--- src/rtl/core/rrts_pkg.sv ---
// Shared types and constants for the round-robin task scheduler.
// No dependencies; imported by the controller, datapath, top level and checker.
package rrts_pkg;

  localparam int unsigned ActionW = 3;
  localparam int unsigned SlotW   = 4;
  localparam int unsigned CountW  = 5;
  localparam int unsigned TickW   = 8;

  localparam logic [TickW-1:0] QUANTUM_RESET = 8'd10;
  localparam logic [TickW-1:0] TICK_MAX      = 8'hFF;

  typedef enum logic [ActionW-1:0] {
    ACT_TICK        = 3'd0,
    ACT_YIELD       = 3'd1,
    ACT_RUN_PENDING = 3'd2,
    ACT_CREATE      = 3'd3,
    ACT_EXIT        = 3'd4,
    ACT_REAP        = 3'd5
  } action_e;

  typedef enum logic [1:0] {
    SLOT_UNUSED   = 2'd0,
    SLOT_RUNNABLE = 2'd1,
    SLOT_RUNNING  = 2'd2,
    SLOT_ZOMBIE   = 2'd3
  } slot_e;

  typedef struct packed {
    logic capture;
    logic apply;
  } rrts_cmd_t;

endpackage

--- src/rtl/core/round_robin_task_scheduler_top.sv ---
// Top level of the round-robin task scheduler with time quantum.
// Instantiates rrts_ctrl and rrts_datapath; depends on rrts_pkg.
//
//   channel  | handshake              | payload
//   ---------+------------------------+---------------------------------------------
//   request  | start / busy           | action_i task_id_i entry_present_i alloc_ok_i
//   result   | done_o (one cycle)     | success_o .. halted_o
//   config   | quantum_we_i           | quantum_ticks_i
//
// A request is captured together with its pick/free search, then applied in the apply step.
// The result strobe follows in the next cycle, while a new request is accepted.
// A new request is taken only after the apply step ends, set by the capture/apply sequence.
// Reset is asynchronous; no clearing pass is needed. Results cannot be stalled.
module round_robin_task_scheduler_top
  import rrts_pkg::*;
#(
  parameter int NUM_SLOTS = 16
) (
  input  logic               clk_i,
  input  logic               rst_ni,
  input  logic               start,
  output logic               busy,
  input  logic [ActionW-1:0] action_i,
  input  logic [SlotW-1:0]   task_id_i,
  input  logic               entry_present_i,
  input  logic               alloc_ok_i,
  input  logic               quantum_we_i,
  input  logic [TickW-1:0]   quantum_ticks_i,
  output logic               done_o,
  output logic               success_o,
  output logic [SlotW-1:0]   result_slot_o,
  output logic               switched_o,
  output logic [SlotW-1:0]   current_slot_o,
  output logic [CountW-1:0]  used_count_o,
  output logic [CountW-1:0]  ready_count_o,
  output logic               queried_zombie_o,
  output logic               preempt_flag_o,
  output logic               halted_o
);

  rrts_cmd_t cmd;

  rrts_ctrl u_ctrl (
    .clk_i  (clk_i),
    .rst_ni (rst_ni),
    .start  (start),
    .busy   (busy),
    .done_o (done_o),
    .cmd_o  (cmd)
  );

  rrts_datapath #(
    .NUM_SLOTS (NUM_SLOTS)
  ) u_dp (
    .clk_i            (clk_i),
    .rst_ni           (rst_ni),
    .cmd_i            (cmd),
    .action_i         (action_i),
    .task_id_i        (task_id_i),
    .entry_present_i  (entry_present_i),
    .alloc_ok_i       (alloc_ok_i),
    .quantum_we_i     (quantum_we_i),
    .quantum_ticks_i  (quantum_ticks_i),
    .success_o        (success_o),
    .result_slot_o    (result_slot_o),
    .switched_o       (switched_o),
    .current_slot_o   (current_slot_o),
    .used_count_o     (used_count_o),
    .ready_count_o    (ready_count_o),
    .queried_zombie_o (queried_zombie_o),
    .preempt_flag_o   (preempt_flag_o),
    .halted_o         (halted_o)
  );

endmodule

--- src/rtl/core/rrts_ctrl.sv ---
// Controller for the task scheduler: request accept, apply step and result strobe.
// Depends on rrts_pkg.
module rrts_ctrl
  import rrts_pkg::*;
(
  input  logic      clk_i,
  input  logic      rst_ni,
  input  logic      start,
  output logic      busy,
  output logic      done_o,
  output rrts_cmd_t cmd_o
);

  typedef enum logic {
    S_IDLE,
    S_APPLY
  } ctrl_state_e;

  ctrl_state_e state_q;
  logic        done_q;

  assign busy          = (state_q == S_APPLY);
  assign done_o        = done_q;
  assign cmd_o.capture = start && !busy;
  assign cmd_o.apply   = (state_q == S_APPLY);

  always_ff @(posedge clk_i or negedge rst_ni) begin
    if (!rst_ni) begin
      state_q <= S_IDLE;
      done_q  <= 1'b0;
    end else begin
      done_q <= 1'b0;
      case (state_q)
        S_IDLE: begin
          if (start) begin
            state_q <= S_APPLY;
          end
        end
        S_APPLY: begin
          state_q <= S_IDLE;
          done_q  <= 1'b1;
        end
        default: begin
          state_q <= S_IDLE;
        end
      endcase
    end
  end

endmodule

--- src/rtl/core/rrts_datapath.sv ---
// Datapath for the task scheduler: slot table, round-robin pick, counters, results.
// Depends on rrts_pkg; driven by rrts_ctrl through rrts_cmd_t.
module rrts_datapath
  import rrts_pkg::*;
#(
  parameter int NUM_SLOTS = 16
) (
  input  logic                clk_i,
  input  logic                rst_ni,
  input  rrts_cmd_t           cmd_i,
  input  logic [ActionW-1:0]  action_i,
  input  logic [SlotW-1:0]    task_id_i,
  input  logic                entry_present_i,
  input  logic                alloc_ok_i,
  input  logic                quantum_we_i,
  input  logic [TickW-1:0]    quantum_ticks_i,
  output logic                success_o,
  output logic [SlotW-1:0]    result_slot_o,
  output logic                switched_o,
  output logic [SlotW-1:0]    current_slot_o,
  output logic [CountW-1:0]   used_count_o,
  output logic [CountW-1:0]   ready_count_o,
  output logic                queried_zombie_o,
  output logic                preempt_flag_o,
  output logic                halted_o
);

  localparam int unsigned IdxW = (NUM_SLOTS > 1) ? $clog2(NUM_SLOTS) : 1;
  localparam int unsigned CntW = $clog2(NUM_SLOTS + 1);

  function automatic logic [IdxW-1:0] lowest_set(input logic [NUM_SLOTS-1:0] v);
    logic [IdxW-1:0] r;
    r = '0;
    for (int i = NUM_SLOTS - 1; i >= 0; i--) begin
      if (v[i]) r = IdxW'(i);
    end
    return r;
  endfunction

  slot_e            slot_q [NUM_SLOTS];
  slot_e            slot_d [NUM_SLOTS];
  logic [IdxW-1:0]  cur_q, cur_d;
  logic [TickW-1:0] ticks_q, ticks_d;
  logic             pend_q, pend_d;
  logic             halt_q, halt_d;
  logic [TickW-1:0] quant_q;
  logic [CntW-1:0]  used_q, used_d;
  logic [CntW-1:0]  ready_q, ready_d;

  action_e          act_q;
  logic [SlotW-1:0] tid_q;
  logic             entry_q, alloc_q;
  logic [IdxW-1:0]  nxt_q, free_q;
  logic             nxt_ok_q, free_ok_q;

  logic [NUM_SLOTS-1:0] runnable_v, above_v, below_v, free_v, hi_v, lo_v;
  logic [IdxW-1:0]      nxt_d, free_d;
  logic                 nxt_ok_d, free_ok_d;

  logic             succ_d, sw_d, qz_d;
  logic [IdxW-1:0]  rslot_d;
  logic [IdxW-1:0]  tidx;
  logic             tid_ok;
  slot_e            cur_st;

  logic             succ_q, sw_q, qz_q;
  logic [IdxW-1:0]  rslot_q;

  always_comb begin
    for (int i = 0; i < NUM_SLOTS; i++) begin
      runnable_v[i] = (slot_q[i] == SLOT_RUNNABLE);
      above_v[i]    = (IdxW'(i) > cur_q);
      below_v[i]    = (IdxW'(i) < cur_q);
      free_v[i]     = (i != 0) && ((slot_q[i] == SLOT_UNUSED) || (slot_q[i] == SLOT_ZOMBIE));
    end
    hi_v      = runnable_v & above_v;
    lo_v      = runnable_v & below_v;
    nxt_ok_d  = (|hi_v) || (|lo_v) || ((cur_q != '0) && (slot_q[0] == SLOT_RUNNING));
    nxt_d     = (|hi_v) ? lowest_set(hi_v) : ((|lo_v) ? lowest_set(lo_v) : '0);
    free_ok_d = |free_v;
    free_d    = lowest_set(free_v);
  end

  assign tidx   = IdxW'(tid_q);
  assign tid_ok = (32'(tid_q) < NUM_SLOTS);
  assign cur_st = slot_q[cur_q];

  always_comb begin
    slot_d  = slot_q;
    cur_d   = cur_q;
    ticks_d = ticks_q;
    pend_d  = pend_q;
    halt_d  = halt_q;
    used_d  = used_q;
    ready_d = ready_q;
    succ_d  = 1'b0;
    sw_d    = 1'b0;
    rslot_d = '0;
    case (act_q)
      ACT_TICK: begin
        if (ticks_q != TICK_MAX) ticks_d = ticks_q + TickW'(1);
        if (ticks_d >= quant_q) pend_d = 1'b1;
      end
      ACT_YIELD, ACT_RUN_PENDING: begin
        if (((act_q == ACT_YIELD) || pend_q) && nxt_ok_q) begin
          if (cur_st == SLOT_RUNNING) slot_d[cur_q] = SLOT_RUNNABLE;
          slot_d[nxt_q] = SLOT_RUNNING;
          cur_d   = nxt_q;
          ticks_d = '0;
          pend_d  = 1'b0;
          halt_d  = 1'b0;
          succ_d  = 1'b1;
          sw_d    = 1'b1;
          rslot_d = nxt_q;
        end
      end
      ACT_CREATE: begin
        if (entry_q && free_ok_q && alloc_q) begin
          slot_d[free_q] = SLOT_RUNNABLE;
          if (slot_q[free_q] == SLOT_UNUSED) used_d = used_q + CntW'(1);
          ready_d = ready_q + CntW'(1);
          succ_d  = 1'b1;
          rslot_d = free_q;
        end
      end
      ACT_EXIT: begin
        if (cur_q != '0) begin
          slot_d[cur_q] = SLOT_ZOMBIE;
          if (cur_st == SLOT_UNUSED) used_d = used_q + CntW'(1);
          if ((cur_st == SLOT_RUNNABLE) || (cur_st == SLOT_RUNNING)) begin
            ready_d = ready_q - CntW'(1);
          end
          if (nxt_ok_q) begin
            slot_d[nxt_q] = SLOT_RUNNING;
            cur_d   = nxt_q;
            ticks_d = '0;
            pend_d  = 1'b0;
            halt_d  = 1'b0;
            succ_d  = 1'b1;
            sw_d    = 1'b1;
            rslot_d = nxt_q;
          end else begin
            halt_d = 1'b1;
          end
        end
      end
      ACT_REAP: begin
        if (tid_ok && (tid_q != '0) && (slot_q[tidx] == SLOT_ZOMBIE)) begin
          slot_d[tidx] = SLOT_UNUSED;
          used_d = used_q - CntW'(1);
          succ_d = 1'b1;
        end
      end
      default: begin
      end
    endcase
    qz_d = tid_ok && (slot_d[tidx] == SLOT_ZOMBIE);
  end

  always_ff @(posedge clk_i or negedge rst_ni) begin
    if (!rst_ni) begin
      for (int i = 0; i < NUM_SLOTS; i++) begin
        slot_q[i] <= (i == 0) ? SLOT_RUNNING : SLOT_UNUSED;
      end
      cur_q   <= '0;
      ticks_q <= '0;
      pend_q  <= 1'b0;
      halt_q  <= 1'b0;
      quant_q <= QUANTUM_RESET;
      used_q  <= CntW'(1);
      ready_q <= CntW'(1);
    end else begin
      if (quantum_we_i) quant_q <= quantum_ticks_i;
      if (cmd_i.apply) begin
        slot_q  <= slot_d;
        cur_q   <= cur_d;
        ticks_q <= ticks_d;
        pend_q  <= pend_d;
        halt_q  <= halt_d;
        used_q  <= used_d;
        ready_q <= ready_d;
      end
    end
  end

  always_ff @(posedge clk_i) begin
    if (cmd_i.capture) begin
      act_q     <= action_e'(action_i);
      tid_q     <= task_id_i;
      entry_q   <= entry_present_i;
      alloc_q   <= alloc_ok_i;
      nxt_q     <= nxt_d;
      nxt_ok_q  <= nxt_ok_d;
      free_q    <= free_d;
      free_ok_q <= free_ok_d;
    end
    if (cmd_i.apply) begin
      succ_q  <= succ_d;
      sw_q    <= sw_d;
      rslot_q <= rslot_d;
      qz_q    <= qz_d;
    end
  end

  assign success_o        = succ_q;
  assign result_slot_o    = SlotW'(rslot_q);
  assign switched_o       = sw_q;
  assign current_slot_o   = SlotW'(cur_q);
  assign used_count_o     = CountW'(used_q);
  assign ready_count_o    = CountW'(ready_q);
  assign queried_zombie_o = qz_q;
  assign preempt_flag_o   = pend_q;
  assign halted_o         = halt_q;

endmodule

--- config.mk ---
export PLATFORM = sky130hd
export DESIGN_NAME = round_robin_task_scheduler_top
export DESIGN_NICKNAME = d
export VERILOG_FILES = /design/src/rtl/core/rrts_pkg.sv /design/src/rtl/core/round_robin_task_scheduler_top.sv /design/src/rtl/core/rrts_ctrl.sv /design/src/rtl/core/rrts_datapath.sv
export SDC_FILE = /design/constraint.sdc
export NUM_CORES = 1
export LEC_CHECK = 0
export BUFFER_PORTS_ARGS = -buffer_cell sky130_fd_sc_hd__buf_2
export CAP_MARGIN = 20
export CORE_MARGIN = 4
export CORE_UTILIZATION = 50
export CTS_BUF_LIST = sky130_fd_sc_hd__clkbuf_16
export DETAILED_ROUTE_END_ITERATION = 12
export PLACE_DENSITY_LB_ADDON = 0.3
export SLEW_MARGIN = 25
export SYNTH_ARGS = -nofsm -noshare
export SYNTH_HDL_FRONTEND = slang
export SYNTH_SLANG_ARGS = --single-unit
--- constraint.sdc ---
create_clock -name clk_i -period 8.6 [get_ports clk_i]
set_input_delay 2.15 -clock clk_i [delete_from_list [all_inputs] [get_ports clk_i]]
set_output_delay 2.15 -clock clk_i [all_outputs]
set_load 0.005 [all_outputs]
==> impl_metrics.toml, run 1 <==
[critical_path]
r2r_start = "u_dp.current_slot_o[0]"
end_kind = "flip-flop"
path_max_fanout = 43
path_class = "reg -> reg"
critPathRequiredTime_ns = 8.70
r2r_end = "u_dp.queried_zombie_o"
cp-start-kind = "flip-flop"
critPathArrivalTime_ns = 4.67
reg2reg_depth = 13
r2r_slack_ns = 4.04

[finish]
layout_commonest_cell = "o21ai_0"
nets = 1152
syn_to_final_growth_pct = 8.00
drive_above_1_share_pct = 12.8
num_antenna_cells = 0
final_cell_mix = "o21ai_0, nand2_1, nor2_1"
fillers = 1619

[floorplanning]
rows = 47
dieHeight_um = 140
start_util_pct = 51.6
coreArea_um2 = 16800
pin_count = 46
die_area_um2 = 19500
die_w_um = 140

[power_and_ir_drop]
seqPwrFrac_pct = 28.0
p_sw_share_pct = 51.4
clkPwrFrac_pct = 14.3
ir_worst_vdd_uv = 247
p_switching_mw = 1.42
cellPowerDensity_nw_per_um2 = 296
power.internal_mw = 1.35
leakagePower_nw = 3.67
p_comb_share_pct = 57.6

[clock_tree]
cts.repair.resized = 0
cts_tree = "built"
cts_setup_buffers = 0
htreeDepth = 3
cts.clk_slew.worst_paths_ns = 0.08
numCtsBuffers = 9
cts.sinks = 92
ctsHoldBuffers = 0
cts_buffer_depth = 2
cts-root-buf = "clkbuf_16"
clk_latency_ns = 0.37

[synth]
synth_top_cell_by_area = "dfrtp_1"
syn-mean-instance-area_um2 = 7.92
netlist_area_um2 = 8650
synth_nets = 1147
syn_inst = 1092
async_flop_share_pct = 71.7
synth-main-ff-cell = "dfrtp_1"
seq_area_frac_synth_pct = 28.2
synth_edf_count = 26
synth_seq_cells = 92
synth.distinct_cells = 87
ys_warn_count = 0
synth_top_cell_area_share_pct = 17.6
synth_area_leaders = "dfrtp_1, edfxtp_1, o21ai_0"

[timing]
tightest_slew_ns = 1.09
fin_crit_ns = 4.56
setup_tns_ns = 0
hold_viol_final = 0
worst_clock_skew_ns = 0.0125
fin_hold_ws_ns = 0.490
final_max_slew_viol_count = 0
rsz0062_at_grt = "false"
setup_viol = 0
fmax_mhz = 219
timing.final.crit_share_pct = 53.1
layout_setup_ws_ns = 4.04
slew_headroom_pct = 27.2

[route]
routed_wl_mm = 40.1
drtIter0Drc = 1957
routed_via_density = 7.53
drc = 0
antenna_left = 0
wire_per_inst_um = 30.3
first_pass_iters = 10
via_count = 9960

[grt]
grt_usage_pct = 40.1
use_met2_pct = 58.6
use_met3_pct = 13.7
grt_overflow = 0
grt_max_degree = 67
gr-usage-met1_pct = 51.4
grt_pass1_wl_mm = 59.3
antenna_found_initial = 2
grt_busiest_layer = "met2"
grt_pass1_vias = 9364

[placement]
place.gp.congestion = 1.08
dp_hpwl_mm = 28.3
port-buffer-count = 45
dpl_worst_slack_ns = 4.16

[worst_hold_path]
holdPathEnd = "u_dp.ready_count_o[4]"
hp-start = "u_dp.ready_count_o[4]"
min_path_cells = 1
hold_class = "reg -> reg"

[run]
drv_cap = 0

[outcome]
status = "completed"
-- cell usage after synthesis, types with 6 or more instances --
library cell,instances
nor4bb_1,8
a211oi_1,13
dfrtp_1,61
mux4_2,13
nand3_1,28
a22oi_1,10
ha_1,32
o21a_1,6
clkbuf_1,65
inv_1,54
edfxtp_1,26
mux2_2,13
nand4_1,14
or2_2,7
o22ai_1,14
nor3_1,30
a311oi_1,7
nor2b_1,18
a41oi_1,7
o21ai_0,108
nand2_1,104
or3_1,6
nand2b_1,16
a21oi_1,84
o211ai_1,19
a22o_1,6
xnor2_1,13
o311ai_0,8
nor4_1,9
buf_1,8
nor4b_1,7
nor2_1,85
a31oi_1,22
a21o_1,18
o31ai_1,10
o221ai_1,12
and2_1,10
-- cell type report --
| class | count | area, um2 | share of cell area, % |
|---|---|---|---|
| multi-input combinational | 867 | 5720 | 61.2 |
| tap | 220 | 275 | 2.95 |
| clock inverter | 7 | 50.0 | 0.536 |
| sequential | 92 | 2440 | 26.1 |
| clock buffer | 9 | 225 | 2.41 |
| timing repair buffer | 71 | 423 | 4.53 |
| inverter | 56 | 210 | 2.25 |
-- metal layers --
layer / routed length, um / up-vias
met5: 107 / -
met4: 3090 / 6
met3: 6000 / 256
met2: 16500 / 931
met1: 14400 / 4586
li1: - / 4181
-- cell families after synthesis --
kind of cell | count (synthesis) | synth area share [%]
compound gates | 409 | 31.1
flops | 92 | 28.2
simple gates | 380 | 22.8
xor+xnor | 15 | 1.52
fa+ha+maj | 35 | 5.21
mux | 28 | 5.31
buf+inv | 133 | 5.83
-- power by group through the flow --
stage          sequential [mW]  clock, mW  combinational [mW]
2_1_floorplan            0.667          0                1.07
3_3_place_gp             0.762          0                1.49
3_5_place_dp             0.763          0                1.52
4_1_cts                  0.756      0.397                1.52
5_1_grt                  0.774      0.421                1.70
6_report                 0.776      0.396                1.60
-- critical path, cell delays in order, from the launching register on --
cell      delay (ns)
dfrtp_1         0.33
buf_4           0.41
mux4_2          0.59
mux4_2          0.49
inv_1           0.10
ha_1            0.33
and2_1          0.34
o21ai_1         0.38
o21ai_0         0.31
a21oi_1         0.10
nor4_1          0.48
o22ai_1         0.16
o211ai_1        0.19
a31oi_1         0.06
-- sequential cells by signal, summed over array words and instances, names as in the netlist, 3 cells and up --
register             count
u_dp.act_q               3
u_dp.current_slot_o      4
u_dp.free_q              4
u_dp.nxt_q               4
u_dp.quant_q             8
u_dp.ready_count_o       5
u_dp.result_slot_o       4
u_dp.slot_q             32
u_dp.ticks_q             8
u_dp.tid_q               4
u_dp.used_count_o        5
-- how the worst max path moves through the flow --
stage | from | endpoint | slack, ns | cells past startpoint
finish | u_dp.current_slot_o[0] | u_dp.queried_zombie_o | 4.04 | 13
global placement | u_dp.current_slot_o[0] | u_dp.queried_zombie_o | 4.34 | 13
CTS | u_dp.current_slot_o[0] | u_dp.queried_zombie_o | 4.14 | 13
global route | u_dp.current_slot_o[0] | u_dp.queried_zombie_o | 3.82 | 13
detailed placement | u_dp.current_slot_o[0] | u_dp.queried_zombie_o | 4.16 | 13
floorplan | u_dp.current_slot_o[1] | u_dp.queried_zombie_o | 4.20 | 16
-- stage by stage --
step / util [%] / area [um2] / power (mW) / std cells
2_1_floorplan: - / 8650 / 1.73 / 1092
3_3_place_gp: 54.1 / 9070 / 2.25 / 1306
3_5_place_dp: 54.1 / 9070 / 2.28 / 1306
4_1_cts: 55.7 / 9340 / 2.67 / 1322
5_1_grt: 55.7 / 9340 / 2.89 / 1322
6_report: 55.7 / 9340 / 2.77 / 1322
(Power assumes the default switching activity.)
==> run 2: changes to the inputs <==
--- a/config.mk
+++ b/config.mk
@@ -5,6 +5,7 @@
 export SDC_FILE = /design/constraint.sdc
 export NUM_CORES = 1
 export LEC_CHECK = 0
+export ABC_AREA = 1
 export BUFFER_PORTS_ARGS = -buffer_cell sky130_fd_sc_hd__buf_2
 export CAP_MARGIN = 20
 export CORE_MARGIN = 4
==> constraint.sdc (replaced) <==
create_clock -name clk_i -period 4.5 [get_ports clk_i]
set_input_delay 1.125 -clock clk_i [delete_from_list [all_inputs] [get_ports clk_i]]
set_output_delay 1.125 -clock clk_i [all_outputs]
set_load 0.005 [all_outputs]
==> impl_metrics.toml, run 2 <==
[timing]
fmax_mhz = 257
final_max_slew_viol_count = 0
layout_setup_ws_ns = 0.608
rsz0062_at_grt = "false"
setup_viol = 0
timing.final.crit_share_pct = 86.5
fin_crit_ns = 3.89
tightest_slew_ns = 0.854
hold_viol_final = 0
slew_headroom_pct = 43.0
setup_tns_ns = 0
worst_clock_skew_ns = 0.0118

[placement]
dpl_worst_slack_ns = 0.759
place.gp.congestion = 1.04
dp_hpwl_mm = 25.9
port-buffer-count = 45
dpl-instance-area_um2 = 8940

[route]
drc = 0
routed_wl_mm = 33.6
wire_per_inst_um = 20.8
routed_via_density = 6.01
drtIter0Drc = 1446
via_count = 9732
antenna_left = 0
first_pass_iters = 6

[synth]
synth_most_common_cell = "nand2_1"
netlist_area_um2 = 8380
synth-main-ff-cell = "dfrtp_1"
synth_seq_cells = 92
synth_area_leaders = "dfrtp_1, nand2_1, edfxtp_1"
syn-mean-instance-area_um2 = 6.23
seq_area_frac_synth_pct = 29.1
async_flop_share_pct = 71.7
synth_edf_count = 26
ys_warn_count = 0
syn_inst = 1345
synth_top_cell_area_share_pct = 18.2
synth.distinct_cells = 43
synth_top_cell_by_area = "dfrtp_1"
synth_nets = 1400
yosys-top-cells-count = "nand2_1, nor2_1, inv_1, o21ai_0, nand3_1"

[clock_tree]
cts.repair.resized = 0
cts_setup_buffers = 0
cts-root-buf = "clkbuf_16"
clk_latency_ns = 0.36
cts_tree = "built"
ctsHoldBuffers = 0
htreeDepth = 3
numCtsBuffers = 9
cts_buffer_depth = 2
cts.clk_slew.worst_paths_ns = 0.08
cts.sinks = 92

[floorplanning]
die_w_um = 137
coreArea_um2 = 16500
rows = 47
pin_count = 46
start_util_pct = 50.7
dieHeight_um = 137
die_area_um2 = 18900

[worst_hold_path]
hold_class = "reg -> reg"

[critical_path]
r2r_slack_ns = 0.61
crit_slowest_cell = "nor2_2"
path_common_cell = "nor2_1"
critPathArrivalTime_ns = 4.02
path_class = "reg -> reg"
critPathRequiredTime_ns = 4.62
worst_path_largest_cell_delay_ns = 0.66
cp-start-kind = "flip-flop"
path_max_fanout = 15
end_kind = "flip-flop"
crit_path_cell_trace = "inv_1 > nor2_1 > inv_1 > o22ai_1 > o21ai_0 > nand4_1 > ha_1 > inv_1 > nor2_2 > nand2_1 > o221ai_1 > o211ai_1 > nand2_1 > nor2_1 > nor2_1 > nor2_1 > nand2_1 > nor2_1"

[power_and_ir_drop]
cellPowerDensity_nw_per_um2 = 508
ir_worst_vdd_uv = 264
leakagePower_nw = 4.48

[run]
drv_cap = 0

[finish]
final_cell_mix = "nand2_1, nor2_1, inv_1"
reg_top3 = "u_dp.slot_q: 32 flops, u_dp.quant_q: 8 flops, u_dp.ticks_q: 8 flops"
drive_above_1_share_pct = 9.30
layout_commonest_cell = "nand2_1"
nets = 1448
largest_reg_flops = 32
finish.utilization_pct = 55.9
syn_to_final_growth_pct = 10.1
design_area_um2 = 9230
regMostFlops = "u_dp.slot_q"
num_antenna_cells = 0

[grt]
grt_pass1_wl_mm = 51.4
grt_pass1_vias = 8886
grt_max_degree = 40
antenna_found_initial = 0
grt_overflow = 0
grt_usage_pct = 36.3

[outcome]
status = "completed"
==> run 2: final timing paths <==
check	from	to	depth (start not counted)
max	u_dp.current_slot_o[0]	u_dp.queried_zombie_o	18
max reg2reg	u_dp.current_slot_o[0]	u_dp.queried_zombie_o	18
min reg2reg	u_dp.ready_count_o[4]	u_dp.ready_count_o[4]	1
max in group asynchronous	rst_ni	u_dp.slot_q[25]	2
min	u_dp.ready_count_o[4]	u_dp.ready_count_o[4]	1
min in group asynchronous	rst_ni	u_dp.ticks_q[5]	1
==> run 2: layout make-up <==
type,count,area (um2)
Multi-Input combinational cell,1051,5150
Sequential cell,92,2440
Inverter,161,604
Fill cell,1667,7290
Clock buffer,9,225
Timing Repair Buffer,78,473
Tap cell,220,275
Clock inverter,7,68.8
==> run 2: logic make-up after synthesis <==
family / after synthesis / synth area share [%]
multiplexers: 1 / 0.134
buffers and inverters: 202 / 9.63
XOR/XNOR: 14 / 1.46
adder cells (fa/ha/maj): 34 / 5.25
flip-flops: 92 / 29.1
AO/OA/AOI/OAI: 277 / 18.6
AND/OR/NAND/NOR: 725 / 35.9
==> run 2: per-layer routing <==
metal  routed length [um]  global-route usage [%]  vias up
li1                     -                       -     4556
met1                13500                    47.1     4443
met2                14800                    57.4      594
met3                 3220                    5.55      139
met4                 2180                    20.6        0
met5                    0                       0        -
==> run 2: where the power goes <==
part	switching, mW	leakage, nW	total, mW	internal, mW
logic	1.78	3.26	2.56	0.776
clock network	0.397	0.146	0.790	0.393
registers	0.254	1.08	1.34	1.09
total	2.43	4.48	4.69	2.26
==> run 2: stage by stage <==
stage	hold WS (ns)	power (mW)	instances
floorplan	0.465	2.90	1345
global placement	0.453	3.80	1602
detailed placement	0.453	3.82	1602
CTS	0.466	4.62	1618
global route	0.487	5.03	1618
finish	0.460	4.69	1618
==> run 2: worst max-delay path: cells and delay by family (launching register included) <==
family	cells	cell delay, ns
simple gates	10	1.84
flops	1	0.43
fa+ha+maj	1	0.18
compound gates	4	0.76
buf+inv	3	0.44
